File: src/rtl/dpps_pkg.sv
// -----------------------------------------------------------------------------
// Scheduler package
// Sizes, codes, record types and helper functions of the task scheduler.
// -----------------------------------------------------------------------------
package dpps_pkg;

   localparam int SLOTS      = 64;
   localparam int COUNT_BITS = 32;
   localparam int SLOT_BITS  = (SLOTS > 1) ? $clog2(SLOTS) : 1;
   localparam int DIV_BITS   = COUNT_BITS + 4;

   localparam logic [2:0] OP_CREATE    = 3'd0;
   localparam logic [2:0] OP_SET_STATE = 3'd1;
   localparam logic [2:0] OP_TICK      = 3'd2;
   localparam logic [2:0] OP_PICK      = 3'd3;
   localparam logic [2:0] OP_DONE      = 3'd4;

   localparam logic [1:0] ST_UNUSED   = 2'd0;
   localparam logic [1:0] ST_SLEEPING = 2'd1;
   localparam logic [1:0] ST_RUNNABLE = 2'd2;
   localparam logic [1:0] ST_RUNNING  = 2'd3;

   localparam logic [6:0] PRIO_MAX     = 7'd100;
   localparam logic [3:0] NICE_DEFAULT = 4'd5;

   typedef enum logic [2:0] {
      FSM_IDLE,
      FSM_PASS1,
      FSM_DECIDE,
      FSM_DIVIDE,
      FSM_PASS2,
      FSM_REPLY
   } fsm_type;

   typedef struct packed {
      logic [SLOT_BITS-1:0]  id;
      logic [1:0]            state;
      logic [6:0]            base;
      logic [3:0]            nice;
      logic [COUNT_BITS-1:0] picks;
      logic [COUNT_BITS-1:0] created;
      logic [COUNT_BITS-1:0] runs;
      logic [COUNT_BITS-1:0] sleeps;
   } rec_type;

   typedef struct packed {
      logic [2:0]  op;
      logic        second;
      logic [5:0]  slot;
      logic [1:0]  new_state;
      logic [6:0]  static_prio;
      logic [31:0] start;
      logic [3:0]  nice_new;
   } ctl_type;

   typedef struct packed {
      logic                  found;
      logic [SLOT_BITS-1:0]  id;
      logic [6:0]            prio;
      logic [COUNT_BITS-1:0] picks;
      logic [COUNT_BITS-1:0] created;
      logic [3:0]            nice;
   } best_type;

   function automatic logic [COUNT_BITS-1:0] sat_inc(input logic [COUNT_BITS-1:0] v);
      return (&v) ? v : v + COUNT_BITS'(1);
   endfunction

   function automatic logic [6:0] dyn_prio(input logic [6:0] base, input logic [3:0] nice);
      logic signed [8:0] d;
      d = $signed({2'b00, base}) - $signed({5'b00000, nice}) + 9'sd5;
      if (d < 9'sd0) return 7'd0;
      if (d > 9'sd100) return PRIO_MAX;
      return d[6:0];
   endfunction

endpackage

File: src/rtl/dpps_cell.sv
// -----------------------------------------------------------------------------
// Slot cell
// Holds one task record of the rotating ring and takes its neighbor's record
// on every shift.
// -----------------------------------------------------------------------------
module dpps_cell (
   input  logic                                clock,
   input  logic                                reset,
   input  logic [dpps_pkg::SLOT_BITS-1:0]      reset_id,
   input  logic                                shift,
   input  dpps_pkg::rec_type                   rec_in,
   output dpps_pkg::rec_type                   rec_out
);

   dpps_pkg::rec_type rec_ff;

   always_ff @(posedge clock) begin
      if (reset) begin
         rec_ff.id    <= reset_id;
         rec_ff.state <= dpps_pkg::ST_UNUSED;
      end else if (shift) begin
         rec_ff <= rec_in;
      end
   end

   assign rec_out = rec_ff;

endmodule

File: config.mk
export PLATFORM = sky130hd
export DESIGN_NAME = dpps_cell
export DESIGN_NICKNAME = d
export VERILOG_FILES = /design/src/rtl/dpps_pkg.sv /design/src/rtl/dpps_cell.sv
export SDC_FILE = /design/constraint.sdc
export NUM_CORES = 1
export LEC_CHECK = 0
export ABC_CLOCK_PERIOD_IN_PS = 2500
export BUFFER_PORTS_ARGS = -buffer_cell sky130_fd_sc_hd__buf_2
export CELL_PAD_IN_SITES_DETAIL_PLACEMENT = 1
export CELL_PAD_IN_SITES_GLOBAL_PLACEMENT = 2
export CORE_MARGIN = 2
export CORE_UTILIZATION = 24
export CTS_CLUSTER_DIAMETER = 100
export DETAILED_ROUTE_END_ITERATION = 10
export MAX_ROUTING_LAYER = met4
export PLACE_DENSITY = 0.71
export SYNTH_ARGS = -nofsm -noshare
export SYNTH_HDL_FRONTEND = slang
export SYNTH_SLANG_ARGS = --single-unit
File: constraint.sdc
create_clock -name clock -period 2.5 [get_ports clock]
set_input_delay 0.75 -clock clock [delete_from_list [all_inputs] [get_ports clock]]
set_output_delay 0.75 -clock clock [all_outputs]
set_load 0.03 [all_outputs]
==> impl_summary.txt <==
----------------------------------------------------
[Die]
  Die Outline Area ... 0.0199 mm^2
  Number of placement rows ... 50
  CORE AREA ... 0.0186 mm^2
  IO Count ... a little over 300
  Initial core utilization ... 24.2%
  Horizontal die dimension ... roughly 140 um
  Die Span Y ... between 100 and 150 um

[GRT]
  Global-route wire length before repair ... around 18,000 um
  Met2 layer usage reported by global route ... a little over a fifth
  Met3 capacity usage during global routing ... 5.88%
  Maximum number of pins on one net before global-route repair ... between 80 and 90
  Antenna violations before repair ... 4
  Met1 Track Usage GR ... 13.1%
  Total global routing overflow ... 0
  Vias in the first global route ... between 3,000 and 4,000
  Global router's overall resource usage ... between 10% and 20%
  Layer with the highest usage ... met2

[Clocking]
  TritonCTS clock tree ... done
  Post-CTS clock slew at the launch and capture registers of the worst setup and hold paths ... ~60 ps
  Clock sink total ... ~150
  Post-CTS repair timing setup buffer count ... 0
  H-tree depth ... 4
  Post-CTS Resized ... 0
  Inserted Clock Buffers ... 17
  Clock Tree Root ... sky130_fd_sc_hd__clkbuf_16
  Hold_buf cts ... 0
  Bufs on Longest Clock Path ... 2
  Later-pin clock latency in the skew report ... between 400 and 500 ps

[STA]
  Layout Skew ... 0 ps
  Worst hold slack ... between 500 and 600 ps
  Worst Max-Slew Pin Slew ... about 500 ps
  Number of pins with negative max-slew slack in the final report ... 0
  Count of endpoints failing hold in the final timing report ... 0
  Period utilization ... a little over two thirds
  Normalized max-slew margin ... between 60% and 70%
  Final sum of negative setup slack ... 0 ps
  Unrepaired setup endpoints after global routing ... false
  Time the worst path needs with I/O delays and setup ... around 1800 ps
  Max Freq ... roughly 0.57 GHz
  Setup-failing EPs final ... 0

[Power and ir drop]
  Standby leakage power ... 2.91 nW
  Peak supply drop ... between 400 and 500 uV
  Pwr dens ... roughly 880 mW/mm^2

[Logic synthesis]
  Largest cells by area after synthesis ... sky130_fd_sc_hd__edfxtp_1 (97%), sky130_fd_sc_hd__dfxtp_1 (0.89%), sky130_fd_sc_hd__a22o_1 (0.78%), sky130_fd_sc_hd__mux2i_1 (0.44%), sky130_fd_sc_hd__nand2_1 (0.33%)
  Synthesized net count ... 320
  Number of distinct library cells after synthesis ... 10
  Portion of the post-synthesis area used by sequential elements ... slightly below 100%
  Post-Synthesis Cell Area ... ~0.0045 mm^2
  Yosys synthesis warning count ... 0
  #FFs+latches synth ... around 150
  Average instance area after synthesis ... approximately 27 um^2
  Cell type with the highest aggregate area in the netlist ... sky130_fd_sc_hd__edfxtp_1
  Synth Instances ... approximately 160
  Share of Yosys cell area claimed by the top area cell type ... a little under 100%

[Detailed routing]
  Routed Wire Length ... 12,700 um
  First-pass detailed-route iteration total ... 4
  Violation count after the first detailed-routing iteration ... between 150 and 200
  Remaining antenna violation count after routing ... 0
  Total via count after detailed routing ... slightly below 3,000
  Count of unresolved DRC violations after routing ... 0
  Routed wire per std cell ... around 17 um
  Via-to-Cell Ratio ... 3.94

[Setup path]
  Kind of critical path ... reg2out
  Chain of cells forming the critical path ... buf_2
  Worst Setup End Kind ... primary output
  Cell family contributing the most delay on the critical path ... flip-flops
  Critical path data required time ... approximately 1800 ps
  Data arrival at the endpoint of the critical path ... ~1000 ps
  Critical path's slowest cell ... sky130_fd_sc_hd__edfxtp_1
  Critical-path maximum fanout ... 1
  Largest incremental delay on the critical path ... around 400 ps
  Setup crit start kind ... register
  Number of buffer and inverter stages on the critical path ... 1

[Hold path]
  Worst min-delay path category ... in2reg

[Placed design]
  Weighted congestion at the end of routability-driven global placement ... a little under 0.8
  Placed wire-length estimate ... around 10000 um
  Port Buffer Count ... between 300 and 400

[Finish]
  Most common cell after layout, fill and taps aside ... sky130_fd_sc_hd__buf_2
  Top library cells by usage in the layout, fill and taps aside ... sky130_fd_sc_hd__buf_2 (302), sky130_fd_sc_hd__edfxtp_1 (145), sky130_fd_sc_hd__clkbuf_16 (17)
  Max reg flops ... around 150
  Synthesis-to-finish area growth ... 53.7%
  Final Core Density ... between 30% and 40%
  Nets@finish ... between 600 and 700
  Fraction of layout cells with a size suffix above 1 ... about two thirds

[Outcome]
  Outcome ... complete, no violations

[Job]
  Max-cap check violation count ... 0

----------------------------------------------------
cell families (layout without fill, tap and decap cells):
group / count (synthesis) / count (layout) / share of synthesized area [%]
compound gates: 6 / 6 / 1.00
buf+inv: 1 / 336 / 0.111
flops: 147 / 147 / 97.6
mux: 2 / 2 / 0.445
other cells: 0 / 4 / 0
simple gates: 8 / 8 / 0.861
power breakdown:
group          switching [mW]  internal [mW]  total, mW
Combinational           0.494          0.204      0.699
Sequential             0.0403           2.90       2.94
Clock                   0.997           1.46       2.46
routing by layer:
metal  share of wire [%]  up-vias
met4                 3.1        0
met3                 9.5       23
met1                  36     1392
met2                  52      174
met5                   0        -
li1                    -     1315
synth_stat cells:
cell	number
sky130_fd_sc_hd__buf_2	1
sky130_fd_sc_hd__a22o_1	4
sky130_fd_sc_hd__mux2i_1	2
sky130_fd_sc_hd__nand2_1	4
sky130_fd_sc_hd__and2b_4	1
sky130_fd_sc_hd__o21ai_0	2
sky130_fd_sc_hd__or2_1	1
sky130_fd_sc_hd__dfxtp_1	2
sky130_fd_sc_hd__edfxtp_1	145
sky130_fd_sc_hd__nor2_1	2
stage by stage:
step | instances | total power, mW | worst slack [ps] | instance area [um^2]
2_1_floorplan | 164 | 3.38 | 68.1 | 4500
3_3_place_gp | 701 | 3.68 | 519 | 6340
3_5_place_dp | 701 | 3.70 | 466 | 6340
4_1_cts | 733 | 6.20 | 697 | 6910
5_1_grt | 737 | 6.33 | 682 | 6920
6_report | 737 | 6.09 | 736 | 6920
final timing paths:
| kind | endpoint | startpoint | slack, ps | cells past startpoint |
|---|---|---|---|---|
| worst max-delay path | rec_out[28] | rec_out[28] | 740 | 1 |
| worst min-delay path | rec_out[90] | rec_in[90] | 510 | 1 |
| worst max register to register | rec_out[139] | rec_out[139] | 1900 | 2 |
| worst min register to register | rec_out[140] | rec_out[140] | 520 | 2 |
cell type report:
type | instances | area, um^2
antenna | 4 | 10.0
multi-input combinational | 16 | 104
tap | 234 | 293
clock buffer | 18 | 429
clock inverter | 14 | 138
timing repair buffer | 304 | 1550
fill | 1960 | 11700
sequential | 147 | 4390
No activity file was read; power rests on OpenSTA's default activity.
