===== src/rtl/dpps_pkg.sv =====
// -----------------------------------------------------------------------------
// Scheduler package
// Sizes, codes, record types and helper functions of the task scheduler.
// -----------------------------------------------------------------------------
package dpps_pkg;

   localparam int SLOTS      = 64;
   localparam int COUNT_BITS = 32;
   localparam int SLOT_BITS  = (SLOTS > 1) ? $clog2(SLOTS) : 1;
   localparam int DIV_BITS   = COUNT_BITS + 4;

   localparam logic [2:0] OP_CREATE    = 3'd0;
   localparam logic [2:0] OP_SET_STATE = 3'd1;
   localparam logic [2:0] OP_TICK      = 3'd2;
   localparam logic [2:0] OP_PICK      = 3'd3;
   localparam logic [2:0] OP_DONE      = 3'd4;

   localparam logic [1:0] ST_UNUSED   = 2'd0;
   localparam logic [1:0] ST_SLEEPING = 2'd1;
   localparam logic [1:0] ST_RUNNABLE = 2'd2;
   localparam logic [1:0] ST_RUNNING  = 2'd3;

   localparam logic [6:0] PRIO_MAX     = 7'd100;
   localparam logic [3:0] NICE_DEFAULT = 4'd5;

   typedef enum logic [2:0] {
      FSM_IDLE,
      FSM_PASS1,
      FSM_DECIDE,
      FSM_DIVIDE,
      FSM_PASS2,
      FSM_REPLY
   } fsm_type;

   typedef struct packed {
      logic [SLOT_BITS-1:0]  id;
      logic [1:0]            state;
      logic [6:0]            base;
      logic [3:0]            nice;
      logic [COUNT_BITS-1:0] picks;
      logic [COUNT_BITS-1:0] created;
      logic [COUNT_BITS-1:0] runs;
      logic [COUNT_BITS-1:0] sleeps;
   } rec_type;

   typedef struct packed {
      logic [2:0]  op;
      logic        second;
      logic [5:0]  slot;
      logic [1:0]  new_state;
      logic [6:0]  static_prio;
      logic [31:0] start;
      logic [3:0]  nice_new;
   } ctl_type;

   typedef struct packed {
      logic                  found;
      logic [SLOT_BITS-1:0]  id;
      logic [6:0]            prio;
      logic [COUNT_BITS-1:0] picks;
      logic [COUNT_BITS-1:0] created;
      logic [3:0]            nice;
   } best_type;

   function automatic logic [COUNT_BITS-1:0] sat_inc(input logic [COUNT_BITS-1:0] v);
      return (&v) ? v : v + COUNT_BITS'(1);
   endfunction

   function automatic logic [6:0] dyn_prio(input logic [6:0] base, input logic [3:0] nice);
      logic signed [8:0] d;
      d = $signed({2'b00, base}) - $signed({5'b00000, nice}) + 9'sd5;
      if (d < 9'sd0) return 7'd0;
      if (d > 9'sd100) return PRIO_MAX;
      return d[6:0];
   endfunction

endpackage


===== src/rtl/dpps_head.sv =====
// -----------------------------------------------------------------------------
// Ring head
// Updates the record leaving the head of the ring and rates it as a pick
// candidate against the best one seen so far.
// -----------------------------------------------------------------------------
module dpps_head (
   input  dpps_pkg::rec_type  head_rec,
   input  dpps_pkg::ctl_type  ctl,
   input  dpps_pkg::best_type best,
   output dpps_pkg::rec_type  tail_rec,
   output logic               hit,
   output logic               better,
   output logic [6:0]         prio
);

   always_comb begin
      hit  = (int'(head_rec.id) == int'(ctl.slot));
      prio = dpps_pkg::dyn_prio(head_rec.base, head_rec.nice);
      better = (head_rec.state == dpps_pkg::ST_RUNNABLE) &&
               (!best.found || (prio < best.prio) ||
                ((prio == best.prio) && ((head_rec.picks < best.picks) ||
                 ((head_rec.picks == best.picks) && (head_rec.created < best.created)))));

      tail_rec = head_rec;
      case (ctl.op)
         dpps_pkg::OP_CREATE: begin
            if (hit) begin
               tail_rec.state   = ctl.new_state;
               tail_rec.base    = (ctl.static_prio > dpps_pkg::PRIO_MAX) ?
                                  dpps_pkg::PRIO_MAX : ctl.static_prio;
               tail_rec.nice    = dpps_pkg::NICE_DEFAULT;
               tail_rec.created = dpps_pkg::COUNT_BITS'(ctl.start);
               tail_rec.picks   = '0;
               tail_rec.runs    = '0;
               tail_rec.sleeps  = '0;
            end
         end
         dpps_pkg::OP_SET_STATE: begin
            if (hit) tail_rec.state = ctl.new_state;
         end
         dpps_pkg::OP_TICK: begin
            if (head_rec.state == dpps_pkg::ST_SLEEPING)
               tail_rec.sleeps = dpps_pkg::sat_inc(head_rec.sleeps);
            else if (head_rec.state == dpps_pkg::ST_RUNNING)
               tail_rec.runs = dpps_pkg::sat_inc(head_rec.runs);
         end
         dpps_pkg::OP_PICK: begin
            if (ctl.second && (head_rec.id == best.id)) begin
               tail_rec.state = dpps_pkg::ST_RUNNING;
               tail_rec.picks = dpps_pkg::sat_inc(head_rec.picks);
            end
         end
         dpps_pkg::OP_DONE: begin
            if (hit) begin
               if (ctl.second) tail_rec.nice = ctl.nice_new;
               else tail_rec.state = ctl.new_state;
            end
         end
         default: ;
      endcase
   end

endmodule


===== config.mk =====
export PLATFORM = sky130hd
export DESIGN_NAME = dpps_head
export DESIGN_NICKNAME = d
export VERILOG_FILES = /design/src/rtl/dpps_pkg.sv /design/src/rtl/dpps_head.sv
export SDC_FILE = /design/constraint.sdc
export NUM_CORES = 1
export LEC_CHECK = 0
export BUFFER_PORTS_ARGS = -buffer_cell sky130_fd_sc_hd__buf_2
export CAP_MARGIN = 20
export CORE_AREA = 5 5 169 171
export DETAILED_ROUTE_END_ITERATION = 16
export DIE_AREA = 0 0 174 176
export PLACE_DENSITY = 0.55
export REMOVE_ABC_BUFFERS = 1
export SLEW_MARGIN = 20
export SYNTH_ARGS = -nofsm -noshare
export SYNTH_HDL_FRONTEND = slang
export SYNTH_SLANG_ARGS = --single-unit

===== constraint.sdc =====
create_clock -name vclk -period 7.6
set_clock_uncertainty 0.15 [all_clocks]
set_input_delay 1.52 -clock vclk [all_inputs]
set_output_delay 1.52 -clock vclk [all_outputs]
set_load 0.02 [all_outputs]

==> run_summary.xml <==
<?xml version="1.0" encoding="UTF-8"?>
<metrics>
  <group name="run_status">
    <metric name="status" unit="">finished clean</metric>
  </group>
  <group name="synthesis">
    <metric name="synth_warnings" unit="">0</metric>
    <metric name="synth.avg_cell_area" unit="um2">6.20</metric>
    <metric name="synth_cell_types" unit="">85</metric>
    <metric name="synthesis.instances" unit="">960</metric>
    <metric name="yosysTopAreaCellShare" unit="%">16.6</metric>
    <metric name="synth_seq_area_share" unit="%">0</metric>
    <metric name="synth_area_leaders" unit="">ha_1 (17%), nand2_1 (13%), nand3_1 (5.8%)</metric>
    <metric name="synth_area" unit="mm2">0.00595</metric>
    <metric name="yosys.area.top_type" unit="">ha_1</metric>
  </group>
  <group name="placed_design">
    <metric name="dpl_cell_area" unit="mm2">0.00842</metric>
    <metric name="dp.final_hpwl" unit="um">25400</metric>
    <metric name="buffer_ports.inserted" unit="">436</metric>
    <metric name="gpl.final_weighted_congestion" unit="">0.886</metric>
    <metric name="preCtsSetupSlack" unit="ps">71.1</metric>
  </group>
  <group name="timing">
    <metric name="worst_slew_margin_rel" unit="%">31.3</metric>
    <metric name="worst_pin_slew" unit="ps">1030</metric>
    <metric name="timing.final.hold_violations" unit="">0</metric>
    <metric name="total_count_of_max_transition_violations_in_the_final_report" unit="">0</metric>
    <metric name="report.final.setup_viol" unit="">0</metric>
    <metric name="setup_tns" unit="ps">0</metric>
    <metric name="finalCriticalPeriod" unit="ps">7360</metric>
    <metric name="unrepaired_setup_endpoints_after_global_routing" unit="">false</metric>
    <metric name="setup_ws" unit="ps">238</metric>
    <metric name="fmaxAchievable" unit="MHz">136</metric>
    <metric name="period_share" unit="%">96.9</metric>
  </group>
  <group name="route">
    <metric name="detail_route.wirelength" unit="um">28800</metric>
    <metric name="via_density_per_instance" unit="">4.96</metric>
    <metric name="routed_wl_per_cell" unit="um">16.8</metric>
    <metric name="final_antenna_net_count" unit="">0</metric>
    <metric name="post-route-drc-count" unit="">0</metric>
    <metric name="drt_iter0_drc" unit="">386</metric>
    <metric name="drtPass1Iterations" unit="">5</metric>
    <metric name="detailroute.via_count" unit="">8489</metric>
  </group>
  <group name="floorplanning">
    <metric name="die_height" unit="um">176</metric>
    <metric name="die_x" unit="um">174</metric>
    <metric name="core_region_area" unit="mm2">0.0267</metric>
    <metric name="ios" unit="">440</metric>
    <metric name="die_area" unit="mm2">0.0306</metric>
    <metric name="initial_utilization" unit="%">22.3</metric>
    <metric name="std_cell_rows" unit="">60</metric>
  </group>
  <group name="power">
    <metric name="power.share.combinational" unit="%">100.0</metric>
    <metric name="share_seq_of_total_power" unit="%">0</metric>
    <metric name="p_per_area" unit="mW/mm2">61.4</metric>
    <metric name="cell_internal_pwr" unit="W">0.000207</metric>
    <metric name="net_sw_power" unit="W">0.000313</metric>
    <metric name="static-leakage-power" unit="nW">4.65</metric>
    <metric name="power.switching_fraction" unit="%">60.2</metric>
    <metric name="max-vdd-ir-drop" unit="V">0.0000400</metric>
    <metric name="clock_power_share" unit="%">0</metric>
    <metric name="post-layout-total-power" unit="W">0.000520</metric>
  </group>
  <group name="global_route">
    <metric name="first_pass_grt_wire_length" unit="um">43600</metric>
    <metric name="grt-ovfl-total" unit="">0</metric>
    <metric name="antenna_violations_before_repair" unit="">2</metric>
    <metric name="grt_use_total" unit="%">17.1</metric>
    <metric name="grt_max_degree" unit="">90</metric>
    <metric name="first_global_vias" unit="">8124</metric>
  </group>
  <group name="hold_path">
    <metric name="hold_path.class" unit="">input pin to primary output</metric>
    <metric name="worst_hold_path.num_cells" unit="">2</metric>
  </group>
  <group name="layout">
    <metric name="sequential_cell_area" unit="um2">0</metric>
    <metric name="layout.cell_area.non_filler" unit="mm2">0.00847</metric>
    <metric name="layout.cells.most_common" unit="">buf_2</metric>
    <metric name="drive_above_1_share" unit="%">35.4</metric>
    <metric name="n_clock_buffer" unit="">0</metric>
    <metric name="n_sequential_cell" unit="">0</metric>
    <metric name="mostFrequentLayoutCells" unit="">buf_2 (436), nand2_1 (211), inv_1 (91), ha_1 (79), nand3_1 (69)</metric>
    <metric name="syn2layout_area_growth" unit="%">42.4</metric>
    <metric name="util_after_layout" unit="%">31.7</metric>
    <metric name="layout.filler_cells" unit="">3075</metric>
    <metric name="finalNetCount" unit="">1737</metric>
  </group>
  <group name="setup_path">
    <metric name="critical_path_startpoint_category" unit="">input pin</metric>
    <metric name="criticalPathCategory" unit="">input pin to primary output</metric>
    <metric name="data_arrival_time_of_the_critical_path" unit="ps">5690</metric>
    <metric name="worst_endpoint_required_time" unit="ps">5930</metric>
    <metric name="crit_path_max_fanout" unit="">5</metric>
    <metric name="cp-end-kind" unit="">primary output</metric>
  </group>
  <group name="flow_run">
    <metric name="number_of_maximum_capacitance_violations" unit="">0</metric>
  </group>
</metrics>
[layout make-up]
class                           instances  area [um2]  share of cell area, %
Inverter                               91         342                   4.03
Timing Repair Buffer                  445        2250                   26.5
Multi-Input combinational cell        835        5450                   64.4
Tap cell                              341         427                   5.03
Antenna cell                            1        2.50                 0.0295
[logic make-up (layout without fill, tap and decap cells)]
group | after synthesis | in the layout | synth area share (%)
AO/OA/AOI/OAI | 219 | 219 | 24.1
AND/OR/NAND/NOR | 477 | 477 | 40.2
XOR/XNOR | 22 | 22 | 3.68
buffers and inverters | 125 | 536 | 8.77
adder cells (fa/ha/maj) | 81 | 81 | 17.1
multiplexers | 36 | 36 | 6.12
other | 0 | 1 | 0
[worst max-delay path: stages]
cell       delay [ps]
buf_2              90
inv_1              80
ha_1              160
inv_1              50
fa_1              430
a21o_1            240
a21oi_2           170
o221ai_1          160
o211ai_2          300
xor2_1            220
and3_1            270
a21oi_1           120
ha_1              290
nand2_1            70
nor4_2            270
buf_4             180
nand3_1            90
nor4_2            180
o2111ai_1         150
a311o_1           330
nand3_1           120
buf_2             200
[what timing repair did]
item | CTS | global route
gates resized for setup | 0 | 3
hold buffers | 0 | 0
hold endpoints to repair | 0 | 0
setup buffers | 0 | 5
endpoints found under the setup margin | 0 | 1
[per-layer routing]
| metal | wire (um) | up-vias | track usage, % |
|---|---|---|---|
| met4 | 319 | 2 | 1.81 |
| met5 | 13 | - | 0 |
| met1 | 12600 | 3864 | 22.4 |
| met3 | 1780 | 22 | 2.55 |
| li1 | - | 4316 | - |
| met2 | 14000 | 285 | 30.7 |
[Yosys cell counts (3+ instances only)]
cell type,count
ha_1,79
nand4_1,42
a21o_1,14
xnor2_1,11
nor3_1,24
nand3_2,3
and4_1,8
and2_1,5
nand3_1,69
nand3b_1,3
o41ai_1,4
nor2b_1,10
nor2_2,3
nor2_1,34
a31oi_1,7
clkbuf_1,16
nor4_1,9
o211ai_1,18
inv_1,91
o2111ai_1,3
a21oi_1,49
mux2i_1,33
buf_2,9
nand2_1,212
buf_4,7
o31ai_1,18
o21ai_1,13
a2111oi_0,3
o21ai_0,54
and3_1,19
nand2b_1,8
and3_2,3
o21a_1,4
a211oi_1,3
xor2_1,9
[through the flow]
stage / hold WS [ps] / std cells
after CTS: 3160 / 1707
after global routing: 3170 / 1713
after detailed placement: 3160 / 1707
after floorplan: 2890 / 926
after global placement: 3160 / 1707
final: 3160 / 1713
[power groups by stage]
stage          sequential [W]  combinational (W)        clock [W]
3_5_place_dp                0           0.000514                0
6_report                    0           0.000520  0.0000000000176
4_1_cts                     0           0.000517                0
5_1_grt                     0           0.000579  0.0000000000176
3_3_place_gp                0           0.000509                0
2_1_floorplan               0           0.000285                0
[path summary, 6_finish.rpt]
check                          from       endpoint  slack, ps
worst min-delay path  head_rec[141]  tail_rec[141]       3160
worst max-delay path  head_rec[132]         better        240
Note: power is estimated with default switching activity, not from simulation.
