**config.mk**
```make
export PLATFORM = sky130hd
export DESIGN_NAME = dpps_div
export DESIGN_NICKNAME = d
export VERILOG_FILES = /design/src/rtl/dpps_pkg.sv /design/src/rtl/dpps_div.sv
export SDC_FILE = /design/constraint.sdc
export NUM_CORES = 1
export LEC_CHECK = 0
export BUFFER_PORTS_ARGS = -buffer_cell sky130_fd_sc_hd__buf_4
export CORE_UTILIZATION = 56
export CTS_BUF_LIST = sky130_fd_sc_hd__clkbuf_16
export DETAILED_ROUTE_END_ITERATION = 16
export HOLD_SLACK_MARGIN = 0.05
export MAX_ROUTING_LAYER = met4
export PLACE_DENSITY = 0.76
export SLEW_MARGIN = 25
export SYNTH_ARGS = -nofsm -noshare
export SYNTH_HDL_FRONTEND = slang
export SYNTH_SLANG_ARGS = --single-unit
```
**constraint.sdc**
```tcl
create_clock -name clock -period 4.8 [get_ports clock]
set_clock_uncertainty 0.05 [all_clocks]
set_input_delay 0.96 -clock clock [delete_from_list [all_inputs] [get_ports clock]]
set_output_delay 0.96 -clock clock [all_outputs]
set_load 0.01 [all_outputs]
```
**src/rtl/dpps_pkg.sv**
```systemverilog
// -----------------------------------------------------------------------------
// Scheduler package
// Sizes, codes, record types and helper functions of the task scheduler.
// -----------------------------------------------------------------------------
package dpps_pkg;

   localparam int SLOTS      = 64;
   localparam int COUNT_BITS = 32;
   localparam int SLOT_BITS  = (SLOTS > 1) ? $clog2(SLOTS) : 1;
   localparam int DIV_BITS   = COUNT_BITS + 4;

   localparam logic [2:0] OP_CREATE    = 3'd0;
   localparam logic [2:0] OP_SET_STATE = 3'd1;
   localparam logic [2:0] OP_TICK      = 3'd2;
   localparam logic [2:0] OP_PICK      = 3'd3;
   localparam logic [2:0] OP_DONE      = 3'd4;

   localparam logic [1:0] ST_UNUSED   = 2'd0;
   localparam logic [1:0] ST_SLEEPING = 2'd1;
   localparam logic [1:0] ST_RUNNABLE = 2'd2;
   localparam logic [1:0] ST_RUNNING  = 2'd3;

   localparam logic [6:0] PRIO_MAX     = 7'd100;
   localparam logic [3:0] NICE_DEFAULT = 4'd5;

   typedef enum logic [2:0] {
      FSM_IDLE,
      FSM_PASS1,
      FSM_DECIDE,
      FSM_DIVIDE,
      FSM_PASS2,
      FSM_REPLY
   } fsm_type;

   typedef struct packed {
      logic [SLOT_BITS-1:0]  id;
      logic [1:0]            state;
      logic [6:0]            base;
      logic [3:0]            nice;
      logic [COUNT_BITS-1:0] picks;
      logic [COUNT_BITS-1:0] created;
      logic [COUNT_BITS-1:0] runs;
      logic [COUNT_BITS-1:0] sleeps;
   } rec_type;

   typedef struct packed {
      logic [2:0]  op;
      logic        second;
      logic [5:0]  slot;
      logic [1:0]  new_state;
      logic [6:0]  static_prio;
      logic [31:0] start;
      logic [3:0]  nice_new;
   } ctl_type;

   typedef struct packed {
      logic                  found;
      logic [SLOT_BITS-1:0]  id;
      logic [6:0]            prio;
      logic [COUNT_BITS-1:0] picks;
      logic [COUNT_BITS-1:0] created;
      logic [3:0]            nice;
   } best_type;

   function automatic logic [COUNT_BITS-1:0] sat_inc(input logic [COUNT_BITS-1:0] v);
      return (&v) ? v : v + COUNT_BITS'(1);
   endfunction

   function automatic logic [6:0] dyn_prio(input logic [6:0] base, input logic [3:0] nice);
      logic signed [8:0] d;
      d = $signed({2'b00, base}) - $signed({5'b00000, nice}) + 9'sd5;
      if (d < 9'sd0) return 7'd0;
      if (d > 9'sd100) return PRIO_MAX;
      return d[6:0];
   endfunction

endpackage

```
**src/rtl/dpps_div.sv**
```systemverilog
// -----------------------------------------------------------------------------
// Niceness divider
// Computes floor(10*sleep/(sleep+run)) by four restoring steps, one
// quotient bit per cycle.
// -----------------------------------------------------------------------------
module dpps_div (
   input  logic                            clock,
   input  logic                            reset,
   input  logic                            start,
   input  logic [dpps_pkg::COUNT_BITS-1:0] sleeps,
   input  logic [dpps_pkg::COUNT_BITS-1:0] runs,
   output logic                            done,
   output logic [3:0]                      quotient
);

   localparam int W = dpps_pkg::DIV_BITS;

   logic [W-1:0] num_ff, num_in;
   logic [W-1:0] den_ff, den_in;
   logic [3:0]   q_ff, q_in;
   logic [2:0]   step_ff, step_in;
   logic         done_ff, done_in;
   logic [dpps_pkg::COUNT_BITS:0] sum;

   always_comb begin
      num_in  = num_ff;
      den_in  = den_ff;
      q_in    = q_ff;
      step_in = step_ff;
      done_in = 1'b0;
      sum     = {1'b0, sleeps} + {1'b0, runs};
      if (start) begin
         num_in  = (W'(sleeps) << 3) + (W'(sleeps) << 1);
         den_in  = {sum, 3'b000};
         q_in    = '0;
         step_in = 3'd4;
      end else if (step_ff != 3'd0) begin
         // Divisor starts at eight times the sum and halves each step.
         if (num_ff >= den_ff) begin
            num_in = num_ff - den_ff;
            q_in   = {q_ff[2:0], 1'b1};
         end else begin
            q_in   = {q_ff[2:0], 1'b0};
         end
         den_in  = den_ff >> 1;
         step_in = step_ff - 3'd1;
         done_in = (step_ff == 3'd1);
      end
   end

   always_ff @(posedge clock) begin
      if (reset) begin
         step_ff <= '0;
         done_ff <= 1'b0;
      end else begin
         step_ff <= step_in;
         done_ff <= done_in;
      end
      num_ff <= num_in;
      den_ff <= den_in;
      q_ff   <= q_in;
   end

   assign done     = done_ff;
   assign quotient = q_ff;

endmodule

```
==> key figures, run 1 <==
Routing
  • Routed length per placed instance: between 15 and 20 um
  • Vias per cell: roughly 6.2
  • Drt first pass iters: 5
  • Routed vias: around 7700
  • Antenna-violating nets left: 0
  • Routed WL: about 21000 um
  • # DRC: 0
  • DR iter-0 viols: about 520

Final layout
  • Layout cell share with drive strength beyond 1: about 13%
  • Final net count: 1224
  • Area growth, synth to finish: 10.28%
  • Most frequent cells in the layout: nand2_1 (112), ha_1 (101), a21oi_1 (93), buf_4 (76), edfxtp_1 (69)
  • Fill cell count: between 1000 and 1500
  • Commonest non-fill, non-tap cell in the layout: nand2_1
  • Area of the multi-input gates: between 5000 and 6000 um2
  • Inserted Diodes: 0
  • Post-layout util: around 64%
  • Final instance area: ~9500 um2
  • FF+latch area: roughly 2300 um2

Logic synthesis
  • Synth Area in Compound Gates: 30.14%
  • Post-Synth Simple-Gate Area: a little over an eighth
  • Distinct cell type count after synthesis: about 70
  • Syn_nets: 1182
  • Ys Warns: 0
  • Largest family of logic cells by synthesized area: compound AO/OA/AOI/OAI gates
  • Synth Area in XOR/XNOR: under 10%
  • Post-Syn Instances: slightly above 1000
  • Avg Inst Size Synth: between 8 and 9 um2
  • Synth Register Bits: 80
  • Mux cell area share after synthesis: 0.7398%
  • Post-synth EDFFs: 69
  • Share of flip-flops with an asynchronous set or reset: 0%
  • Synth Cell Area: 8626 um2
  • Post-synthesis sequential area ratio: 26.57%
  • Synth Flop Type: edfxtp_1
  • Post-Synth Adder-Cell Area: 15.35%

Hold path
  • Hold crit path type: register to register
  • Hold depth: 2

Clock network
  • Postcts setup bufs: 0
  • Clk root buf: clkbuf_16
  • Post-CTS Resized: 0
  • H-tree depth: 3
  • Cts hold-fix bufs: 0
  • Clock sink total: 80
  • CTS tree: built
  • Clock Latency Late Sink: between 0.3 and 0.4 ns
  • Longest Clk Path Bufs: 2
  • Num CTS Buffers: 9
  • Clk slew on worst S/H paths: approximately 0.06 ns

Global route
  • Grt total ovfl: 0
  • Initial antenna violation count: 0
  • Total GRT Usage: between 20% and 30%
  • First-pass GRT wire length: approximately 35000 um
  • Pin count of the biggest net entering global routing: between 60 and 70
  • Vias in the first global route: 7035

Timing
  • Worst slew pin tran: 1.056 ns
  • RSZ-0062 raised after global routing: false
  • Final setup fails: 0
  • Max Slew Vio Count: 0
  • Hold Violations, Final: 0
  • Max transition margin: between 20% and 30%
  • Tmin final: around 3.6 ns
  • Setup TNS Final: 0 ns
  • Final Cycle Share: roughly 75%
  • Fmax: 276.3 MHz

Critical path
  • Worst reg2reg path depth: 13
  • Endpoint class of the critical path: register
  • Worst-path fanout max: 4
  • Critical Setup Path Class: input pin to register
  • Critical Path RT: ~4.8 ns
  • Arrival @ worst endpoint: 3.65 ns
  • Worst setup SP type: input pin

Place
  • GP Congestion: between 0.8 and 0.9
  • Half-perimeter wire length after placement: 16210 um
  • PortBufs: 71
  • Dpl cell area: just over 9000 um2

Floorplan
  • Core Area: 14750 um2
  • DIE HEIGHT: roughly 130 um
  • Die Span X: 126.1 um
  • Die ar.: 15900 um2
  • Rows: between 40 and 50
  • Io pins: 72
  • Starting Density: 58.46%

Power and ir drop
  • Peak VDD IR: about 0.26 mV
  • Power Density: between 500 and 600 nW/um2
  • Final Power: 0.004850 W
  • Leakage: about 4.1 nW

Status
  • Status: finished, final reports clean

Run
  • Max-cap violations: 0
state kept, by name (all words and copies together), names as in the netlist:
name      flops
den_ff       36
num_ff       36
step_ff       3
done          1
quotient      4
through the flow:
step                      instances  setup slack [ns]  hold WS [ns]
final                          1241             1.181        0.4003
after floorplan                1011            0.8400        0.3856
after detailed placement       1226            0.8317        0.3951
after CTS                      1241             1.161        0.4036
after global placement         1226            0.8734        0.3899
after global routing           1241             1.002        0.4178
Yosys cell counts, drive strengths merged (22+ instances only):
cell type,instances,share of area (%)
nand2,113,4.9
a21oi,101,6.2
ha,101,15
o21ai,97,6.0
edfxtp,69,24
a21o,59,5.1
inv,59,2.6
xnor2,49,5.0
nor2,44,1.9
xor2,38,3.9
clkbuf,33,1.4
o31ai,23,2.1
nand3,22,1.3
path summary, 6_finish.rpt:
| kind | start | end | slack [ns] |
|---|---|---|---|
| min reg2reg | quotient[3] | quotient[3] | 0.40 |
| max | sleeps[0] | den_ff[31] | 1.18 |
| max reg2reg | num_ff[0] | num_ff[11] | 1.20 |
| min | quotient[3] | quotient[3] | 0.40 |
worst max-delay path, stage by stage:
cell	delay, ns
buf_4	0.12
ha_1	0.24
fa_1	0.45
a211oi_2	0.31
o21ai_2	0.15
o21ai_2	0.22
a31o_2	0.23
a31oi_4	0.12
o21ai_4	0.20
o21bai_2	0.10
a221oi_2	0.30
xor2_1	0.16
o22ai_1	0.08
metal layers:
metal,up-vias,part of all wire [%],wire length (um),global-route usage (%)
li1,3819,-,-,-
met1,3615,50,10700,40.04
met2,213,43,9147,40.98
met3,27,5.5,1179,3.781
met4,0,1.6,336,8.859
met5,-,0,0,-
cell families after synthesis:
kind of cell | Yosys count
compound gates | 375
flops | 80
fa+ha+maj | 104
mux | 6
buf+inv | 104
xor+xnor | 87
simple gates | 255
layout make-up:
type                    count  share of cell area (%)
clock buffers               9                   2.367
flip-flops and latches     80                   24.10
well taps                 184                   2.420
repair buffers             76                   5.998
multi-input cells         827                   62.50
clock inverters             6                  0.2894
inverters                  59                   2.328
power by group:
part / total [W] / switching, W / internal [W]
clock network: 0.000622 / 0.000283 / 0.000339
registers: 0.00117 / 0.0000871 / 0.00108
logic: 0.00306 / 0.00182 / 0.00124
Note: power is estimated with default switching activity, not from simulation.
==> inputs of run 2 (changes only) <==
clock period = 3 ns   (was 4.8 ns; I/O delays follow)
==> key figures, run 2 (synthesized netlist as in run 1, its figures left out) <==
Status
  • Status: finished with violations
  • Failing checks: setup timing

Critical path
  • Endpoint class of the critical path: register
  • Critical Setup Path Class: register to register
  • R2R Setup Slk: -0.07 ns
  • Worst setup SP type: register
  • Worst reg2reg path depth: 13
  • Reg2reg start: num_ff[0]
  • R2R Path End: num_ff[17]
  • Arrival @ worst endpoint: between 3 and 4 ns
  • Critical Path RT: approximately 3.1 ns
  • Worst-path fanout max: 12

Final layout
  • Final net count: between 1000 and 1500
  • Inserted Diodes: 0
  • Finished Layout Cells: 1355
  • Commonest non-fill, non-tap cell in the layout: buf_4
  • Layout cell share with drive strength beyond 1: a little under a quarter
  • Area growth, synth to finish: 22.70%
  • Most frequent cells in the layout: buf_4 (183), nand2_1 (112), ha_1 (97), a21oi_1 (89), edfxtp_1 (69)

Place
  • Inst Count DP: roughly 1300
  • PortBufs: 71
  • GP Congestion: about 0.88
  • Half-perimeter wire length after placement: 17850 um

Global route
  • Total GRT Usage: approximately 30%
  • Initial antenna violation count: 0
  • Vias in the first global route: ~7600
  • Pin count of the biggest net entering global routing: 46
  • Grt total ovfl: 0
  • First-pass GRT wire length: between 30000 and 40000 um

Timing
  • Max transition margin: slightly above 60%
  • Setup TNS Final: -1.773 ns
  • Worst slew pin tran: roughly 0.57 ns
  • Max Slew Vio Count: 0
  • RSZ-0062 raised after global routing: true
  • Post-route setup slack: -0.06546 ns
  • Final setup fails: 36
  • Fmax: 326.2 MHz
  • Hold Violations, Final: 0
  • Final Hold Slack: 0.3714 ns
  • Tmin final: around 3.1 ns
  • Final Cycle Share: 102.2%

Clock network
  • CTS tree: built
  • Clk root buf: clkbuf_16
  • Clock Latency Late Sink: 0.36 ns
  • Longest Clk Path Bufs: 2
  • Clk slew on worst S/H paths: around 0.07 ns
  • Clock sink total: 80
  • H-tree depth: 3
  • Cts hold-fix bufs: 0
  • Num CTS Buffers: 9

Power and ir drop
  • Peak VDD IR: around 0.49 mV
  • Leakage: between 4 and 5 nW
  • Power Density: a little over 800 nW/um2

Routing
  • Drt first pass iters: 7
  • Routed length per placed instance: ~17 um
  • Routed WL: approximately 23000 um
  • Vias per cell: ~6.0
  • # DRC: 0
  • Antenna-violating nets left: 0
  • DR iter-0 viols: between 500 and 600
  • Routed vias: about 8000

Hold path
  • Hold Path Origin: reset
  • Hold depth: 2
  • Hold path endpoint: step_ff[2]
  • Hold crit path type: input pin to register

Floorplan
  • Die ar.: roughly 16000 um2
  • Core Area: around 15000 um2
  • Rows: 44
  • DIE HEIGHT: between 100 and 150 um
  • Die Span X: between 100 and 150 um
  • Io pins: around 70
  • Starting Density: between 50 and 60%

Run
  • Max-cap violations: 0
run 2: cell count changes in the layout (fill, tap and decap cells not counted), sizes merged:
cell      change
buf         +112
clkinv        -1
clkinvlp      +2
clkbuf        +1
run 2: how the worst max path moves through the flow:
stage | start | end | cells past startpoint
after detailed placement | sleeps[0] | den_ff[31] | 13
after floorplan | sleeps[0] | num_ff[19] | 11
after global placement | sleeps[0] | den_ff[31] | 13
after global routing | num_ff[0] | num_ff[16] | 13
final | num_ff[0] | num_ff[17] | 13
after CTS | num_ff[0] | num_ff[14] | 13
run 2: layout make-up:
cell class | instances | area, um2
multi-input combinational | 827 | 6095
fill | 1200 | 4170
sequential | 80 | 2292
inverter | 59 | 221.5
tap | 184 | 230.2
timing repair buffer | 189 | 1481
clock buffer | 9 | 225.2
clock inverter | 7 | 38.79
run 2: critical path, cell delays in order, from the launching register on:
cell      delay, ns
edfxtp_1       0.37
inv_1          0.07
ha_2           0.18
inv_2          0.04
fa_2           0.34
a21o_1         0.18
a21oi_2        0.15
o21ai_2        0.07
a41oi_2        0.21
o21ai_2        0.12
a211o_1        0.29
a311oi_2       0.38
o21ai_4        0.17
buf_12         0.19
run 2: routing by layer:
layer / track usage, % / wire (um) / vias up / share of wire (%)
li1: - / - / 4038 / -
met5: - / 0 / - / 0
met1: 44.25 / 11420 / 3826 / 50
met4: 6.520 / 275 / 0 / 1.2
met2: 44.10 / 10150 / 255 / 44
met3: 3.526 / 1220 / 21 / 5.3
run 2: timing repair:
action                     4_1_cts  5_1_grt
buffers inserted                 1        6
gates cloned                     0        2
gates resized for setup          4       23
setup endpoints to repair       38       54
pin swaps                        1        8
run 2: report_power, final:
part	switching, W	total (W)	internal [W]
sequential	0.000146	0.00188	0.00173
combinational	0.00317	0.00565	0.00249
clock	0.000472	0.00102	0.000550
run 2: per-stage QoR:
step,instance area (um2),setup slack [ns],util (%),power (W)
2_1_floorplan,8676,-0.01123,-,0.005605
3_3_place_gp,10100,-0.2970,68.49,0.007065
3_5_place_dp,10100,-0.3786,68.49,0.007145
4_1_cts,10390,0.005944,70.43,0.008226
5_1_grt,10580,-0.1769,71.74,0.009163
6_report,10580,-0.06546,71.74,0.008555
==> inputs of run 3 (changes only) <==
ABC_AREA = 1   (was unset)
CORE_UTILIZATION = 57   (was 56)
PLACE_DENSITY = 0.77   (was 0.76)
==> key figures, run 3 <==
Logic synthesis
  • Mux cell area share after synthesis: 0%
  • Post-Synth Adder-Cell Area: 13.11%
  • Dominant cell by count in the synthesized netlist: nand2_1
  • Ys Warns: 0
  • Post-synth top cells: nand2_1 (576), inv_1 (276), nor2_1 (156), nand3_1 (133), a21oi_1 (125)
  • Post-Syn Instances: 1688
  • Synth top area cells: nand2_1 (21%), edfxtp_1 (21%), ha_1 (13%), inv_1 (10%), nand3_1 (6.6%)
  • Synth area leader: nand2_1
  • Synth Flop Type: edfxtp_1
  • Synth top area share: a little over a fifth
  • Synth Register Bits: 80
  • Synth Area in XOR/XNOR: 1.821%
  • Largest family of logic cells by synthesized area: simple AND/OR/NAND/NOR gates
  • Syn_nets: about 1900
  • Synth Area in Compound Gates: a little over an eighth
  • Avg Inst Size Synth: about 6 um2
  • Post-synth EDFFs: between 60 and 70
  • Share of flip-flops with an asynchronous set or reset: 0%
  • Post-synthesis sequential area ratio: a little under a quarter
  • Distinct cell type count after synthesis: 41
  • Post-Synth Simple-Gate Area: a little under two fifths
  • Synth Cell Area: approximately 10000 um2

Timing
  • RSZ-0062 raised after global routing: false
  • Tmin final: 2.734 ns
  • Final Hold Slack: 0.3584 ns
  • Max Slew Vio Count: 0
  • Setup TNS Final: 0 ns
  • Worst slew pin tran: slightly below 0.5 ns
  • Max transition margin: between 60% and 70%
  • Fmax: about 370 MHz
  • Final setup fails: 0
  • Final Cycle Share: approximately nine tenths
  • Hold Violations, Final: 0

Hold path
  • Hold crit path type: input pin to register
  • Hold depth: 2

Floorplan
  • Die ar.: 18260 um2
  • Starting Density: roughly three fifths
  • Io pins: 72
  • Rows: 48
  • Core Area: 17300 um2
  • DIE HEIGHT: 135.1 um
  • Die Span X: approximately 140 um

Routing
  • DR iter-0 viols: between 800 and 900
  • Routed WL: approximately 33000 um
  • Antenna-violating nets left: 0
  • Drt first pass iters: 6
  • Routed length per placed instance: 16.54 um
  • Vias per cell: 5.605
  • Routed vias: ~11000
  • # DRC: 0

Final layout
  • FF+latch area: roughly 2300 um2
  • Fill cell count: 1727
  • Commonest non-fill, non-tap cell in the layout: nand2_1
  • Finished Layout Cells: about 2000
  • Area of the multi-input gates: 6699 um2
  • Final net count: slightly below 2000
  • Area growth, synth to finish: 11.42%
  • Inserted Diodes: 0
  • Layout cell share with drive strength beyond 1: roughly 6%
  • Most frequent cells in the layout: nand2_1 (576), inv_1 (278), nor2_1 (156), nand3_1 (133), a21oi_1 (125)
  • Post-layout util: 65.07%

Place
  • PortBufs: 71
  • Inst Count DP: just under 2000
  • Half-perimeter wire length after placement: about 27000 um
  • GP Congestion: 1.065

Critical path
  • Slowest stage delay, CP: 0.42 ns
  • Worst reg2reg path depth: 13
  • CP most frequent cell: nand2_1
  • Critical Setup Path Class: register to register
  • Critical path's top delay family: simple AND/OR/NAND/NOR gates
  • Critical Path RT: around 3 ns
  • Worst-path fanout max: 27
  • WP depth: 13
  • Worst path slowest cell: edfxtp_1
  • Buffer and inverter count on the worst path: 3
  • Arrival @ worst endpoint: around 2.7 ns
  • Worst setup SP type: register
  • Critical-path cell list: inv_1 > ha_1 > nand2_1 > nor2_1 > nand3_1 > inv_1 > nand4_1 > nand3_1 > nand3_1 > nand2_1 > nand2_1 > nand2_1 > buf_12
  • Endpoint class of the critical path: register

Clock network
  • Clock sink total: 80
  • H-tree depth: 3
  • CTS tree: built
  • Clk root buf: clkbuf_16
  • Post-CTS Resized: 0
  • Clk slew on worst S/H paths: around 0.06 ns
  • Cts hold-fix bufs: 0
  • Postcts setup bufs: 0
  • Longest Clk Path Bufs: 2
  • Clock Latency Late Sink: ~0.36 ns
  • Num CTS Buffers: 9

Status
  • Status: finished, final reports clean

Global route
  • Grt total ovfl: 0
  • First-pass GRT wire length: between 50000 and 60000 um
  • Total GRT Usage: between 30% and 40%
  • Pin count of the biggest net entering global routing: 44
  • Initial antenna violation count: 0
  • Vias in the first global route: roughly 10000

Power and ir drop
  • Leakage: 5.949 nW
  • Power Density: 677.4 nW/um2
  • Peak VDD IR: 0.5559 mV

Run
  • Max-cap violations: 0
[run 3: changes by cell type in the layout (fill, tap and decap cells not counted), sizes merged, moves of 19 or more]
cell   change
nor2     +114
o31ai     -23
xnor2     -40
nor3      +19
buf      -105
xor2      -26
nand2    +465
a21o      -56
inv      +220
a21oi     +24
nand3    +112
[run 3: worst paths after layout]
check | from | endpoint | slack [ns]
max | den_ff[19] | num_ff[32] | 0.27
min | reset | step_ff[2] | 0.36
max reg2reg | den_ff[19] | num_ff[32] | 0.27
min reg2reg | quotient[3] | quotient[3] | 0.42
[run 3: power by group]
group | internal, W | leakage (nW) | total, W | switching, W
sequential | 0.00166 | 0.801 | 0.00180 | 0.000144
combinational | 0.00157 | 5.01 | 0.00472 | 0.00315
clock | 0.000630 | 0.141 | 0.00110 | 0.000467
[run 3: metal layers]
metal | track usage, % | wire, um | up-vias
li1 | - | - | 5646
met1 | 48.64 | 14140 | 5012
met2 | 59.86 | 14850 | 445
met3 | 3.754 | 2375 | 90
met4 | 20.54 | 1659 | 0
met5 | - | 0 | -
[run 3: area by class of cell]
class,instances,share of cell area (%)
clock buffers,9,2.001
clock inverters,7,0.5003
multi-input cells,1316,59.52
repair buffers,83,5.870
flip-flops and latches,80,20.37
inverters,277,9.239
well taps,225,2.501
[run 3: logic make-up (layout without fill, tap and decap cells)]
family,count (synthesis),count (layout)
and+or+nand+nor,936,936
buffers and inverters,292,376
AOI/OAI and AO/OA,255,255
adders and majority gates,104,104
DFF,80,80
xor gates and xnor gates,21,21
[run 3: per-stage QoR]
stage	area (um2)	worst slack, ns	power, W
finish	11250	0.2655	0.007624
global route	11250	0.1373	0.008265
CTS	11250	0.3612	0.007530
detailed placement	10970	0.2604	0.006419
global placement	10970	0.3088	0.006335
floorplan	10100	0.2526	0.005114
[run 3: worst register-to-register path, stage by stage (launching register included)]
cell and delay, ns:
edfxtp_1 0.42, inv_1 0.06, ha_1 0.37, nand2_1 0.09, nor2_1 0.23, nand3_1 0.13
inv_1 0.10, nand4_1 0.09, nand3_1 0.19, nand3_1 0.09, nand2_1 0.12, nand2_1 0.12
nand2_1 0.16, buf_12 0.21
